**config.mk**
```make
export PLATFORM = sky130hd
export DESIGN_NAME = uart_tx_rx_ring_buffers_unit_flat
export DESIGN_NICKNAME = d
export VERILOG_FILES = /design/src/rtl/uart_rb_pkg.sv /design/src/rtl/uart_rb_req_if.sv /design/src/rtl/uart_rb_rsp_if.sv /design/src/rtl/uart_rb_fifo.sv /design/src/rtl/uart_rb_ctrl.sv /design/src/rtl/uart_tx_rx_ring_buffers_unit.sv /design/src/flat_wrapper.sv
export SDC_FILE = /design/constraint.sdc
export NUM_CORES = 1
export LEC_CHECK = 0
export BUFFER_PORTS_ARGS = -buffer_cell sky130_fd_sc_hd__buf_2
export CORE_UTILIZATION = 50
export DETAILED_ROUTE_END_ITERATION = 8
export GPL_ROUTABILITY_DRIVEN = 0
export GPL_TIMING_DRIVEN = 0
export HOLD_SLACK_MARGIN = 0.15
export PLACE_DENSITY = 0.63
export SLEW_MARGIN = 20
export SYNTH_ARGS = -nofsm -noshare
export SYNTH_HDL_FRONTEND = slang
export SYNTH_HIERARCHICAL = 1
export SYNTH_SLANG_ARGS = --single-unit
```
**constraint.sdc**
```tcl
create_clock -name clock -period 9.35 [get_ports clock]
set_input_delay 0.4675 -clock clock [delete_from_list [all_inputs] [get_ports clock]]
set_output_delay 0.4675 -clock clock [all_outputs]
set_load 0.02 [all_outputs]
```
**src/rtl/uart_rb_pkg.sv**
```systemverilog
package uart_rb_pkg;

   localparam int FIFO_DEPTH = 16;
   localparam int PTR_W      = $clog2(FIFO_DEPTH);
   localparam int CNT_W      = $clog2(FIFO_DEPTH + 1);
   localparam int FILL_W     = 5;
   localparam int MODE_W     = 3;

   localparam logic [MODE_W-1:0] MODE_PUT      = 3'd0;
   localparam logic [MODE_W-1:0] MODE_TX_DONE  = 3'd1;
   localparam logic [MODE_W-1:0] MODE_RX_BYTE  = 3'd2;
   localparam logic [MODE_W-1:0] MODE_GET      = 3'd3;
   localparam logic [MODE_W-1:0] MODE_FLUSH_TX = 3'd4;
   localparam logic [MODE_W-1:0] MODE_FLUSH_RX = 3'd5;

   typedef struct packed {
      logic [MODE_W-1:0] mode;
      logic [7:0]        data_byte;
      logic              tx_reg_empty;
   } req_type;

   typedef struct packed {
      logic              send_valid;
      logic [7:0]        send_byte;
      logic              read_valid;
      logic [7:0]        read_byte;
      logic              dropped;
      logic [FILL_W-1:0] tx_fill;
      logic [FILL_W-1:0] rx_fill;
   } rsp_type;

   typedef struct packed {
      logic       push;
      logic       pop;
      logic       flush;
      logic [7:0] wr_data;
   } fifo_cmd_type;

   typedef struct packed {
      logic [CNT_W-1:0] count;
      logic [7:0]       head;
   } fifo_stat_type;

endpackage

```
**src/rtl/uart_rb_req_if.sv**
```systemverilog
interface uart_rb_req_if;
   import uart_rb_pkg::*;

   logic              valid;
   logic              ready;
   logic [MODE_W-1:0] mode;
   logic [7:0]        data_byte;
   logic              tx_reg_empty;

   modport source (output valid, output mode, output data_byte, output tx_reg_empty,
                   input ready);
   modport sink   (input valid, input mode, input data_byte, input tx_reg_empty,
                   output ready);
endinterface

```
**src/rtl/uart_rb_rsp_if.sv**
```systemverilog
interface uart_rb_rsp_if;
   import uart_rb_pkg::*;

   logic              valid;
   logic              ready;
   logic              send_valid;
   logic [7:0]        send_byte;
   logic              read_valid;
   logic [7:0]        read_byte;
   logic              dropped;
   logic [FILL_W-1:0] tx_fill;
   logic [FILL_W-1:0] rx_fill;

   modport source (output valid, output send_valid, output send_byte, output read_valid,
                   output read_byte, output dropped, output tx_fill, output rx_fill,
                   input ready);
   modport sink   (input valid, input send_valid, input send_byte, input read_valid,
                   input read_byte, input dropped, input tx_fill, input rx_fill,
                   output ready);
endinterface

```
**src/rtl/uart_rb_fifo.sv**
```systemverilog
module uart_rb_fifo (
   input  logic                         clock,
   input  logic                         reset,
   input  uart_rb_pkg::fifo_cmd_type    cmd,
   output uart_rb_pkg::fifo_stat_type   stat
);
   import uart_rb_pkg::*;

   logic [7:0]       store_ff [FIFO_DEPTH];
   logic [7:0]       head_ff;
   logic [PTR_W-1:0] wr_pos_ff, wr_pos_in;
   logic [PTR_W-1:0] rd_pos_ff, rd_pos_in;
   logic [CNT_W-1:0] count_ff, count_in;

   function automatic logic [PTR_W-1:0] advance(input logic [PTR_W-1:0] pos);
      if (pos == PTR_W'(FIFO_DEPTH - 1)) begin
         return '0;
      end
      return pos + PTR_W'(1);
   endfunction

   always_comb begin
      wr_pos_in = wr_pos_ff;
      rd_pos_in = rd_pos_ff;
      count_in  = count_ff;
      if (cmd.flush) begin
         wr_pos_in = '0;
         rd_pos_in = '0;
         count_in  = '0;
      end else if (cmd.push) begin
         wr_pos_in = advance(wr_pos_ff);
         count_in  = count_ff + CNT_W'(1);
      end else if (cmd.pop) begin
         rd_pos_in = advance(rd_pos_ff);
         count_in  = count_ff - CNT_W'(1);
      end
   end

   always_ff @(posedge clock) begin
      if (reset) begin
         wr_pos_ff <= '0;
         rd_pos_ff <= '0;
         count_ff  <= '0;
      end else begin
         wr_pos_ff <= wr_pos_in;
         rd_pos_ff <= rd_pos_in;
         count_ff  <= count_in;
      end
   end

   // head read runs every cycle; the caller never issues ops in back-to-back cycles
   always_ff @(posedge clock) begin
      if (cmd.push && !cmd.flush) begin
         store_ff[wr_pos_ff] <= cmd.wr_data;
      end
      head_ff <= store_ff[rd_pos_ff];
   end

   assign stat.count = count_ff;
   assign stat.head  = head_ff;

   a_count_range: assert property (@(posedge clock) disable iff (reset)
      count_ff <= CNT_W'(FIFO_DEPTH))
      else $error("fifo count above depth");

   a_empty_ptrs: assert property (@(posedge clock) disable iff (reset)
      (count_ff == '0) |-> (rd_pos_ff == wr_pos_ff))
      else $error("empty fifo with pointers apart");

   a_op_gap: assert property (@(posedge clock) disable iff (reset)
      (cmd.push || cmd.pop || cmd.flush) |=> !(cmd.push || cmd.pop || cmd.flush))
      else $error("fifo ops in back-to-back cycles, head read is stale");

endmodule

```
**src/rtl/uart_rb_ctrl.sv**
```systemverilog
module uart_rb_ctrl (
   input  logic                         clock,
   input  logic                         reset,
   input  logic                         exec,
   input  uart_rb_pkg::req_type         req,
   input  uart_rb_pkg::fifo_stat_type   tx_stat,
   input  uart_rb_pkg::fifo_stat_type   rx_stat,
   output uart_rb_pkg::fifo_cmd_type    tx_cmd,
   output uart_rb_pkg::fifo_cmd_type    rx_cmd,
   output uart_rb_pkg::rsp_type         rsp
);
   import uart_rb_pkg::*;

   logic             tx_empty, tx_full, rx_empty, rx_full;
   logic [CNT_W-1:0] tx_cnt_next, rx_cnt_next;

   assign tx_empty = (tx_stat.count == '0);
   assign tx_full  = (tx_stat.count == CNT_W'(FIFO_DEPTH));
   assign rx_empty = (rx_stat.count == '0);
   assign rx_full  = (rx_stat.count == CNT_W'(FIFO_DEPTH));

   always_comb begin
      tx_cmd = '{push: 1'b0, pop: 1'b0, flush: 1'b0, wr_data: req.data_byte};
      rx_cmd = '{push: 1'b0, pop: 1'b0, flush: 1'b0, wr_data: req.data_byte};
      rsp    = '0;
      case (req.mode)
         MODE_PUT: begin
            if (req.tx_reg_empty && tx_empty) begin
               rsp.send_valid = 1'b1;
               rsp.send_byte  = req.data_byte;
            end else if (!tx_full) begin
               tx_cmd.push = exec;
            end else begin
               rsp.dropped = 1'b1;
            end
         end
         MODE_TX_DONE: begin
            if (!tx_empty) begin
               rsp.send_valid = 1'b1;
               rsp.send_byte  = tx_stat.head;
               tx_cmd.pop     = exec;
            end
         end
         MODE_RX_BYTE: begin
            if (!rx_full) begin
               rx_cmd.push = exec;
            end else begin
               rsp.dropped = 1'b1;
            end
         end
         MODE_GET: begin
            if (!rx_empty) begin
               rsp.read_valid = 1'b1;
               rsp.read_byte  = rx_stat.head;
               rx_cmd.pop     = exec;
            end
         end
         MODE_FLUSH_TX: tx_cmd.flush = exec;
         MODE_FLUSH_RX: rx_cmd.flush = exec;
         default: ;
      endcase

      // fill after this beat
      tx_cnt_next = tx_stat.count;
      rx_cnt_next = rx_stat.count;
      case (req.mode)
         MODE_PUT:      if (!(req.tx_reg_empty && tx_empty) && !tx_full)
                           tx_cnt_next = tx_stat.count + CNT_W'(1);
         MODE_TX_DONE:  if (!tx_empty) tx_cnt_next = tx_stat.count - CNT_W'(1);
         MODE_RX_BYTE:  if (!rx_full) rx_cnt_next = rx_stat.count + CNT_W'(1);
         MODE_GET:      if (!rx_empty) rx_cnt_next = rx_stat.count - CNT_W'(1);
         MODE_FLUSH_TX: tx_cnt_next = '0;
         MODE_FLUSH_RX: rx_cnt_next = '0;
         default: ;
      endcase
      rsp.tx_fill = FILL_W'(tx_cnt_next);
      rsp.rx_fill = FILL_W'(rx_cnt_next);
   end

   a_one_side: assert property (@(posedge clock) disable iff (reset)
      exec |-> !(rsp.send_valid && rsp.read_valid))
      else $error("send and read in one beat");

   a_drop_full: assert property (@(posedge clock) disable iff (reset)
      (exec && rsp.dropped) |-> (tx_full || rx_full))
      else $error("drop without a full fifo");

   a_single_op: assert property (@(posedge clock) disable iff (reset)
      $countones({tx_cmd.push, tx_cmd.pop, tx_cmd.flush,
                  rx_cmd.push, rx_cmd.pop, rx_cmd.flush}) <= 1)
      else $error("more than one fifo op per beat");

endmodule

```
**src/rtl/uart_tx_rx_ring_buffers_unit.sv**
```systemverilog
// channel | dir | handshake              | payload
// req_if  | in  | req_if.valid/ready      | mode, data_byte, tx_reg_empty
// rsp_if  | out | rsp_if.valid/ready      | send/read flags and bytes, dropped, fills
//
// Each request is accepted, then executed against the FIFO state.
// Each FIFO head is read from its RAM into a register, so ops never come in back-to-back cycles.
// Execute waits while the response register is still full and not taken.
// A new request is accepted while a response is waiting.
// Synchronous reset empties both FIFOs; RAM contents are not cleared.
module uart_tx_rx_ring_buffers_unit (
   input  logic          clock,
   input  logic          reset,
   uart_rb_req_if.sink   req_if,
   uart_rb_rsp_if.source rsp_if
);
   import uart_rb_pkg::*;

   localparam logic ST_IDLE = 1'b0;
   localparam logic ST_EXEC = 1'b1;

   logic          state_ff, state_in;
   req_type       req_ff;
   rsp_type       rsp_ff, rsp_calc;
   logic          rsp_valid_ff, rsp_valid_in;
   logic          accept, exec;
   fifo_cmd_type  tx_cmd, rx_cmd;
   fifo_stat_type tx_stat, rx_stat;

   assign req_if.ready = (state_ff == ST_IDLE);
   assign accept       = req_if.valid && req_if.ready;
   assign exec         = (state_ff == ST_EXEC) && (!rsp_valid_ff || rsp_if.ready);

   always_comb begin
      state_in = state_ff;
      case (state_ff)
         ST_IDLE: if (accept) state_in = ST_EXEC;
         ST_EXEC: if (exec) state_in = ST_IDLE;
         default: state_in = ST_IDLE;
      endcase
      rsp_valid_in = rsp_valid_ff;
      if (exec) begin
         rsp_valid_in = 1'b1;
      end else if (rsp_if.ready) begin
         rsp_valid_in = 1'b0;
      end
   end

   always_ff @(posedge clock) begin
      if (reset) begin
         state_ff     <= ST_IDLE;
         rsp_valid_ff <= 1'b0;
      end else begin
         state_ff     <= state_in;
         rsp_valid_ff <= rsp_valid_in;
      end
   end

   always_ff @(posedge clock) begin
      if (accept) begin
         req_ff <= '{mode: req_if.mode, data_byte: req_if.data_byte,
                     tx_reg_empty: req_if.tx_reg_empty};
      end
      if (exec) begin
         rsp_ff <= rsp_calc;
      end
   end

   uart_rb_ctrl u_ctrl (
      .clock   (clock),
      .reset   (reset),
      .exec    (exec),
      .req     (req_ff),
      .tx_stat (tx_stat),
      .rx_stat (rx_stat),
      .tx_cmd  (tx_cmd),
      .rx_cmd  (rx_cmd),
      .rsp     (rsp_calc)
   );

   uart_rb_fifo u_tx_fifo (
      .clock (clock),
      .reset (reset),
      .cmd   (tx_cmd),
      .stat  (tx_stat)
   );

   uart_rb_fifo u_rx_fifo (
      .clock (clock),
      .reset (reset),
      .cmd   (rx_cmd),
      .stat  (rx_stat)
   );

   assign rsp_if.valid      = rsp_valid_ff;
   assign rsp_if.send_valid = rsp_ff.send_valid;
   assign rsp_if.send_byte  = rsp_ff.send_byte;
   assign rsp_if.read_valid = rsp_ff.read_valid;
   assign rsp_if.read_byte  = rsp_ff.read_byte;
   assign rsp_if.dropped    = rsp_ff.dropped;
   assign rsp_if.tx_fill    = rsp_ff.tx_fill;
   assign rsp_if.rx_fill    = rsp_ff.rx_fill;

   a_exec_after_idle: assert property (@(posedge clock) disable iff (reset)
      exec |=> (state_ff == ST_IDLE))
      else $error("execute did not return to idle");

   a_no_overwrite: assert property (@(posedge clock) disable iff (reset)
      (rsp_valid_ff && !rsp_if.ready) |=> $stable(rsp_ff))
      else $error("waiting response overwritten");

   a_accept_to_exec: assert property (@(posedge clock) disable iff (reset)
      accept |=> (state_ff == ST_EXEC))
      else $error("accepted beat not executed");

endmodule

```
**src/flat_wrapper.sv**
```systemverilog
// flat-port wrapper written by rule: the top's interface ports become plain ports
module uart_tx_rx_ring_buffers_unit_flat import uart_rb_pkg::*;
  (clock, reset, req_if_valid, req_if_mode, req_if_data_byte, req_if_tx_reg_empty, req_if_ready, rsp_if_valid, rsp_if_send_valid, rsp_if_send_byte, rsp_if_read_valid, rsp_if_read_byte, rsp_if_dropped, rsp_if_tx_fill, rsp_if_rx_fill, rsp_if_ready);
  uart_rb_req_if req_if_i ();
  uart_rb_rsp_if rsp_if_i ();
  input  logic clock;
  input  logic reset;
  input wire logic [$bits(req_if_i.valid)-1:0] req_if_valid;
  input wire logic [$bits(req_if_i.mode)-1:0] req_if_mode;
  input wire logic [$bits(req_if_i.data_byte)-1:0] req_if_data_byte;
  input wire logic [$bits(req_if_i.tx_reg_empty)-1:0] req_if_tx_reg_empty;
  output wire logic [$bits(req_if_i.ready)-1:0] req_if_ready;
  output wire logic [$bits(rsp_if_i.valid)-1:0] rsp_if_valid;
  output wire logic [$bits(rsp_if_i.send_valid)-1:0] rsp_if_send_valid;
  output wire logic [$bits(rsp_if_i.send_byte)-1:0] rsp_if_send_byte;
  output wire logic [$bits(rsp_if_i.read_valid)-1:0] rsp_if_read_valid;
  output wire logic [$bits(rsp_if_i.read_byte)-1:0] rsp_if_read_byte;
  output wire logic [$bits(rsp_if_i.dropped)-1:0] rsp_if_dropped;
  output wire logic [$bits(rsp_if_i.tx_fill)-1:0] rsp_if_tx_fill;
  output wire logic [$bits(rsp_if_i.rx_fill)-1:0] rsp_if_rx_fill;
  input wire logic [$bits(rsp_if_i.ready)-1:0] rsp_if_ready;
  assign req_if_i.valid = req_if_valid;
  assign req_if_i.mode = req_if_mode;
  assign req_if_i.data_byte = req_if_data_byte;
  assign req_if_i.tx_reg_empty = req_if_tx_reg_empty;
  assign req_if_ready = req_if_i.ready;
  assign rsp_if_valid = rsp_if_i.valid;
  assign rsp_if_send_valid = rsp_if_i.send_valid;
  assign rsp_if_send_byte = rsp_if_i.send_byte;
  assign rsp_if_read_valid = rsp_if_i.read_valid;
  assign rsp_if_read_byte = rsp_if_i.read_byte;
  assign rsp_if_dropped = rsp_if_i.dropped;
  assign rsp_if_tx_fill = rsp_if_i.tx_fill;
  assign rsp_if_rx_fill = rsp_if_i.rx_fill;
  assign rsp_if_i.ready = rsp_if_ready;
  uart_tx_rx_ring_buffers_unit u_core (.clock(clock), .reset(reset), .req_if(req_if_i), .rsp_if(rsp_if_i));
endmodule
```
# Word level (Yosys, flattened, before mapping)

Memory sizes are Yosys's and may differ from the RTL's. A register that Yosys moved wholly into a read port is not among the register bits.
Index checks and enable logic that the tools add are counted.

Bits in registers: 69
Bits in latches: 0
RAM bits: 256
ROM bits: 0
Input bits: 16
Memories: 2

Add/sub/neg operators: 8
Multipliers: 0
Div/mod/pow operators: 0
Magnitude comparators: 0
Equality and inequality tests: 11
Shift operators: 0
Multiplexer cells: 60
Bitwise logic cells: 4
Reduce and logical (&&, ||, !) cells: 23

Memory list:

| name                      | depth | bits a word | read ports | clocked after Yosys merged registers in | write ports | line              | source |
|---|---|---|---|---|---|---|---|
| u_core.u_rx_fifo.store_ff | 16    | 8           | 1          | 1                                       | 1           | uart_rb_fifo.sv:9 | `logic [7:0] store_ff [FIFO_DEPTH];` |
| u_core.u_tx_fifo.store_ff | 16    | 8           | 1          | 1                                       | 1           | uart_rb_fifo.sv:9 |  |

Operators by type and width:

| cell                                             | count |
|---|---|
| two-way mux 5 bit                                | 8 |
| two-way mux 1 bit                                | 36 |
| two-way mux 4 bit                                | 8 |
| one-hot mux 5 bit (3 select lines)               | 2 |
| two-way mux 9 bit                                | 3 |
| one-hot mux 9 bit (2 select lines)               | 1 |
| adder 4 x 1 -> 4 bit, second input constant      | 4 |
| == test 4 bit, second input constant             | 4 |
| adder 5 x 1 -> 5 bit, second input constant      | 2 |
| == test 5 bit, second input constant             | 2 |
| zero test 5 bit                                  | 2 |
| subtractor 5 x 1 -> 5 bit, second input constant | 2 |
| == test 3 x 2 -> 1 bit, second input constant    | 2 |
| == test 3 bit, second input constant             | 2 |
| logical AND 1 bit                                | 6 |
| nonzero test 2 bit                               | 3 |
| OR reduction 2 bit                               | 3 |
| zero test 1 bit                                  | 5 |
| NOT 1 bit                                        | 4 |
| one-hot mux 1 bit (2 select lines)               | 2 |
| AND reduction 2 bit                              | 2 |
| == test 3 x 1 -> 1 bit, second input constant    | 1 |
| zero test 3 bit                                  | 1 |
| logical OR 1 bit                                 | 1 |

# Logic depth before layout (Yosys ltp)

Word-level depth: 9
Gate-level depth with buffers: 13
Mapped depth without buffers: 11

# By module

The synthesis kept the hierarchy.

Modules (own cells, without submodules):

| module                       | instances | cells each | area each (um^2) |
|---|---|---|---|
| uart_rb_fifo                 | 2         | 316        | 5,891.9 |
| uart_tx_rx_ring_buffers_unit | 1         | 50         | 1,318.8 |
| uart_rb_ctrl                 | 1         | 145        | 999.7 |

# Worst setup path before layout

Ideal clock, no wire load.

Path type: reg-to-reg
From: register u_core.u_rx_fifo.count_ff[0]
To: register u_core.u_rx_fifo.count_ff[4]
Library setup time: 116 ps
Arrival time: 2,827 ps
Setup slack: 6,407 ps
Stages on the path, launching flop included: 14
Cell sequence: dfxtp_1 > clkbuf_1 > inv_1 > ha_1 > nor4bb_1 > nor3_1 > and2_1 > clkbuf_1 > inv_1 > fa_1 > a21o_1 > a21oi_1 > a211o_1 > nand2_1

RTL lines:

| item                     | line               | source |
|---|---|---|
| start: declaration       | uart_rb_fifo.sv:13 | `logic [CNT_W-1:0] count_ff, count_in;` |
| start signal: assignment | uart_rb_fifo.sv:47 | `count_ff <= count_in;` |

==> qor.txt <==
main area contributors after synthesis -> edfxtp_1 63%, mux4_2 6.4%, dfxtp_1 6.2%, mux4_1 4.5%, ha_1 1.8%
Final setup viols -> 0
die span in x -> 170 um
Synth async-reset ratio -> 0%
outcome -> completed
Critical Path Max Stage Delay -> 0.48 ns
Top delay family on crit path -> simple AND/OR/NAND/NOR gates
Placed Instances -> 1251
initial antenna violation count -> 0
Detail Route Antenna Nets -> 0
Root Driver -> clkbuf_16
dominant synthesized flop cell -> edfxtp_1
Max Fclk -> 0.280 GHz
worst hold stages -> 2
Post-synth EDFFs -> 297
unrepaired setup endpoints after global routing -> false
sequential cell area fraction in the yosys report -> 69.5%
most used routing layer -> met2
Yosys warnings -> 6
library cells used by synthesis -> 65
CP max FO -> 10
Core Box Area -> 27800 um2
register bit total from synthesis -> 341
port bufs -> 46
total power -> 3.29 mW
worst path cell trace -> clkbuf_1, inv_1, ha_1, nor4bb_1, nor3_1, and2_1, clkbuf_1, nand2b_1, nor3b_1, and2_1
final hold vios -> 0
vias per cell -> 5.58
Congestion Overflow GR -> 0
met3 Resource Use GR -> 3.79%
mean routed wirelength per cell -> 21.1 um
switching share of power -> 19.3%
CTS tree -> done
met1 Use GR -> 28.1%
worst slew pin tran -> 0.933 ns
Row Count -> 61
global-route wire length before repair -> 43.0 mm
Buf/Inv on CP -> 3
Num CTS Buffers -> 37
Psw -> 0.636 mW
Layout Area Growth over Synthesis -> 15.0%
crit path max-delay cell type -> nor3b_1
DRT iter0 DRCs -> 535
period utilization -> 38.2%
leak pwr -> 5.48 nW
WS Path Type -> register to register
Gate power share -> 2.7%
Critical Path Sink Type -> register
Mapped Area -> 14100 um2
Setup Skew -> 0.0201 ns
largest buffer count on any clock path -> 3
number of global-route vias before repair -> 7347
Critical Path AT -> 3.74 ns
H-Tree Depth -> 2
die height -> 170 um
Non-Filler Instances -> 1330
Worst-path clk slew -> 0.06 ns
VDD IR max -> 0.153 mV
commonest non-fill, non-tap cell in the layout -> edfxtp_1
post-synth top area share -> 63.2%
post-synthesis cell count -> 827
max_slew headroom -> 37.8%
max-slew violations -> 0
met2 global-route usage -> 32.5%
Die Area -> 28900 um2
Final TNS setup -> 0 ns
worst skew pair latency -> 0.52 ns
Reg2Reg Capture Point -> u_core/u_rx_fifo/store_ff[8][0]
share of layout cells above drive strength 1 -> 20.7%
clock tree sinks -> 341
Worst EP required -> 9.51 ns
max-cap violation count -> 0
Net Count, Synth -> 865
Hold Crit Class -> input port to register
Tmin final -> 3.57 ns
I/O Pins -> 47
reg2reg path depth -> 10
reg2reg setup slack -> 5.78 ns
clock power share -> 46.4%
HPWL Detailed -> 18.2 mm
worst hold start -> reset
most frequent cells in the layout -> 297 x edfxtp_1, 52 x buf_2, 45 x nand2_1
# DRC -> 0
Global Route Usage Sum -> 20.2%
Yosys top cell by area -> edfxtp_1
FF-to-FF Start -> u_core/u_rx_fifo/count_ff[0]
Final Util -> 58.4%
antenna cell count -> 0
Initial Utilization -> 50.8%
Flop pwr share -> 50.9%
Via Count -> 7423
largest net degree at the start of global routing -> 35
WHS Endpoint -> u_core/rsp_if.valid
first drt pass iteration count -> 7
final wirelength -> 28.1 mm
Startpoint Class -> register
Layout Nets -> 962
Int Power -> 2.66 mW
P per Cell Area -> 203 nW/um2
Synth Area per Inst -> 17.1 um2
-- registers in the layout (all words and copies together), names as in the netlist, 4 cells and up --
name                        cells
u_core/u_rx_fifo/store_ff     128
u_core/u_tx_fifo/store_ff     128
u_core/req_ff                  12
u_core/rsp_if.read_byte         8
u_core/rsp_if.send_byte         8
u_core/u_rx_fifo/head_ff        8
u_core/u_tx_fifo/head_ff        8
u_core/rsp_if.rx_fill           5
u_core/rsp_if.tx_fill           5
u_core/u_rx_fifo/count_ff       5
u_core/u_tx_fifo/count_ff       5
u_core/u_rx_fifo/rd_pos_ff      4
u_core/u_rx_fifo/wr_pos_ff      4
u_core/u_tx_fifo/rd_pos_ff      4
u_core/u_tx_fifo/wr_pos_ff      4
-- metrics by stage --
| step | hold WS (ns) | cell area (um2) | setup slack [ns] |
|---|---|---|---|
| after global routing | 0.242 | 16200 | 5.49 |
| after global placement | 0.498 | 14800 | 5.74 |
| after floorplan | 0.475 | 14100 | 6.41 |
| after detailed placement | 0.506 | 14800 | 5.71 |
| after CTS | 0.220 | 16200 | 5.77 |
| final | 0.240 | 16200 | 5.78 |
-- cells in the mapped netlist, types with 4 or more instances --
cell type	instances
edfxtp_1	297
nand2_1	45
dfxtp_1	44
mux4_2	40
and2_1	37
nor2_1	35
a22oi_1	32
a21oi_1	29
mux4_1	24
buf_4	22
ha_1	20
inv_1	17
clkbuf_1	15
o21ai_0	13
nand3_1	12
nor3_1	12
nand2b_1	10
a22o_1	9
and2_4	9
nor2b_1	7
a311oi_1	6
buf_2	6
buf_6	6
xor2_1	6
nor3b_1	5
a21o_1	4
or4_1	4
-- power by group through the flow --
stage,Clock [mW],Sequential [mW],Combinational [mW]
final,1.53,1.68,0.0902
after global routing,1.62,1.68,0.0996
after CTS,1.56,1.68,0.0914
after detailed placement,0,1.71,0.0874
after global placement,0,1.71,0.0859
after floorplan,0,1.71,0.0471
-- layer usage --
layer / vias to the layer above / routed length [um]
met5: - / 0
met4: 0 / 654
met3: 42 / 1310
met2: 201 / 13600
met1: 3737 / 12500
li1: 3443 / -
-- logic make-up (layout without fill, tap and decap cells) --
kind of cell,Yosys count,in the layout,synth area share (%)
mux,69,69,11.2
simple gates,197,197,7.75
fa+ha+maj,22,22,2.06
xor+xnor,8,8,0.497
compound gates,116,116,5.65
flops,341,341,69.5
buf+inv,74,199,3.33
-- area by class of cell --
type                            instances  area, um2
Clock buffer                           48       1020
Timing Repair Buffer                   58        350
Buffer                                 57        405
Fill cell                            2167      11600
Multi-Input combinational cell        412       3830
Clock inverter                         19        272
Tap cell                              378        473
Sequential cell                       341       9800
Inverter                               17       63.8
-- repair_timing --
action	CTS	global route
hold buffers	12	0
hold endpoints to repair	12	0
gates resized for setup	0	0
buffers inserted	0	0
-- worst max path at each step --
stage,startpoint,end,slack (ns),cells after the start
finish,u_core/u_rx_fifo/count_ff[0],u_core/u_rx_fifo/store_ff[8][0],5.78,10
detailed placement,rsp_if_ready,u_core/u_tx_fifo/store_ff[5][1],5.71,8
CTS,u_core/u_rx_fifo/count_ff[0],u_core/u_rx_fifo/store_ff[8][4],5.77,10
global placement,rsp_if_ready,u_core/u_tx_fifo/store_ff[5][5],5.74,8
floorplan,u_core/u_rx_fifo/count_ff[0],u_core/u_rx_fifo/count_ff[4],6.41,13
global route,u_core/u_rx_fifo/count_ff[0],u_core/u_rx_fifo/store_ff[8][0],5.49,10
No activity file was read; power rests on OpenSTA's default activity.
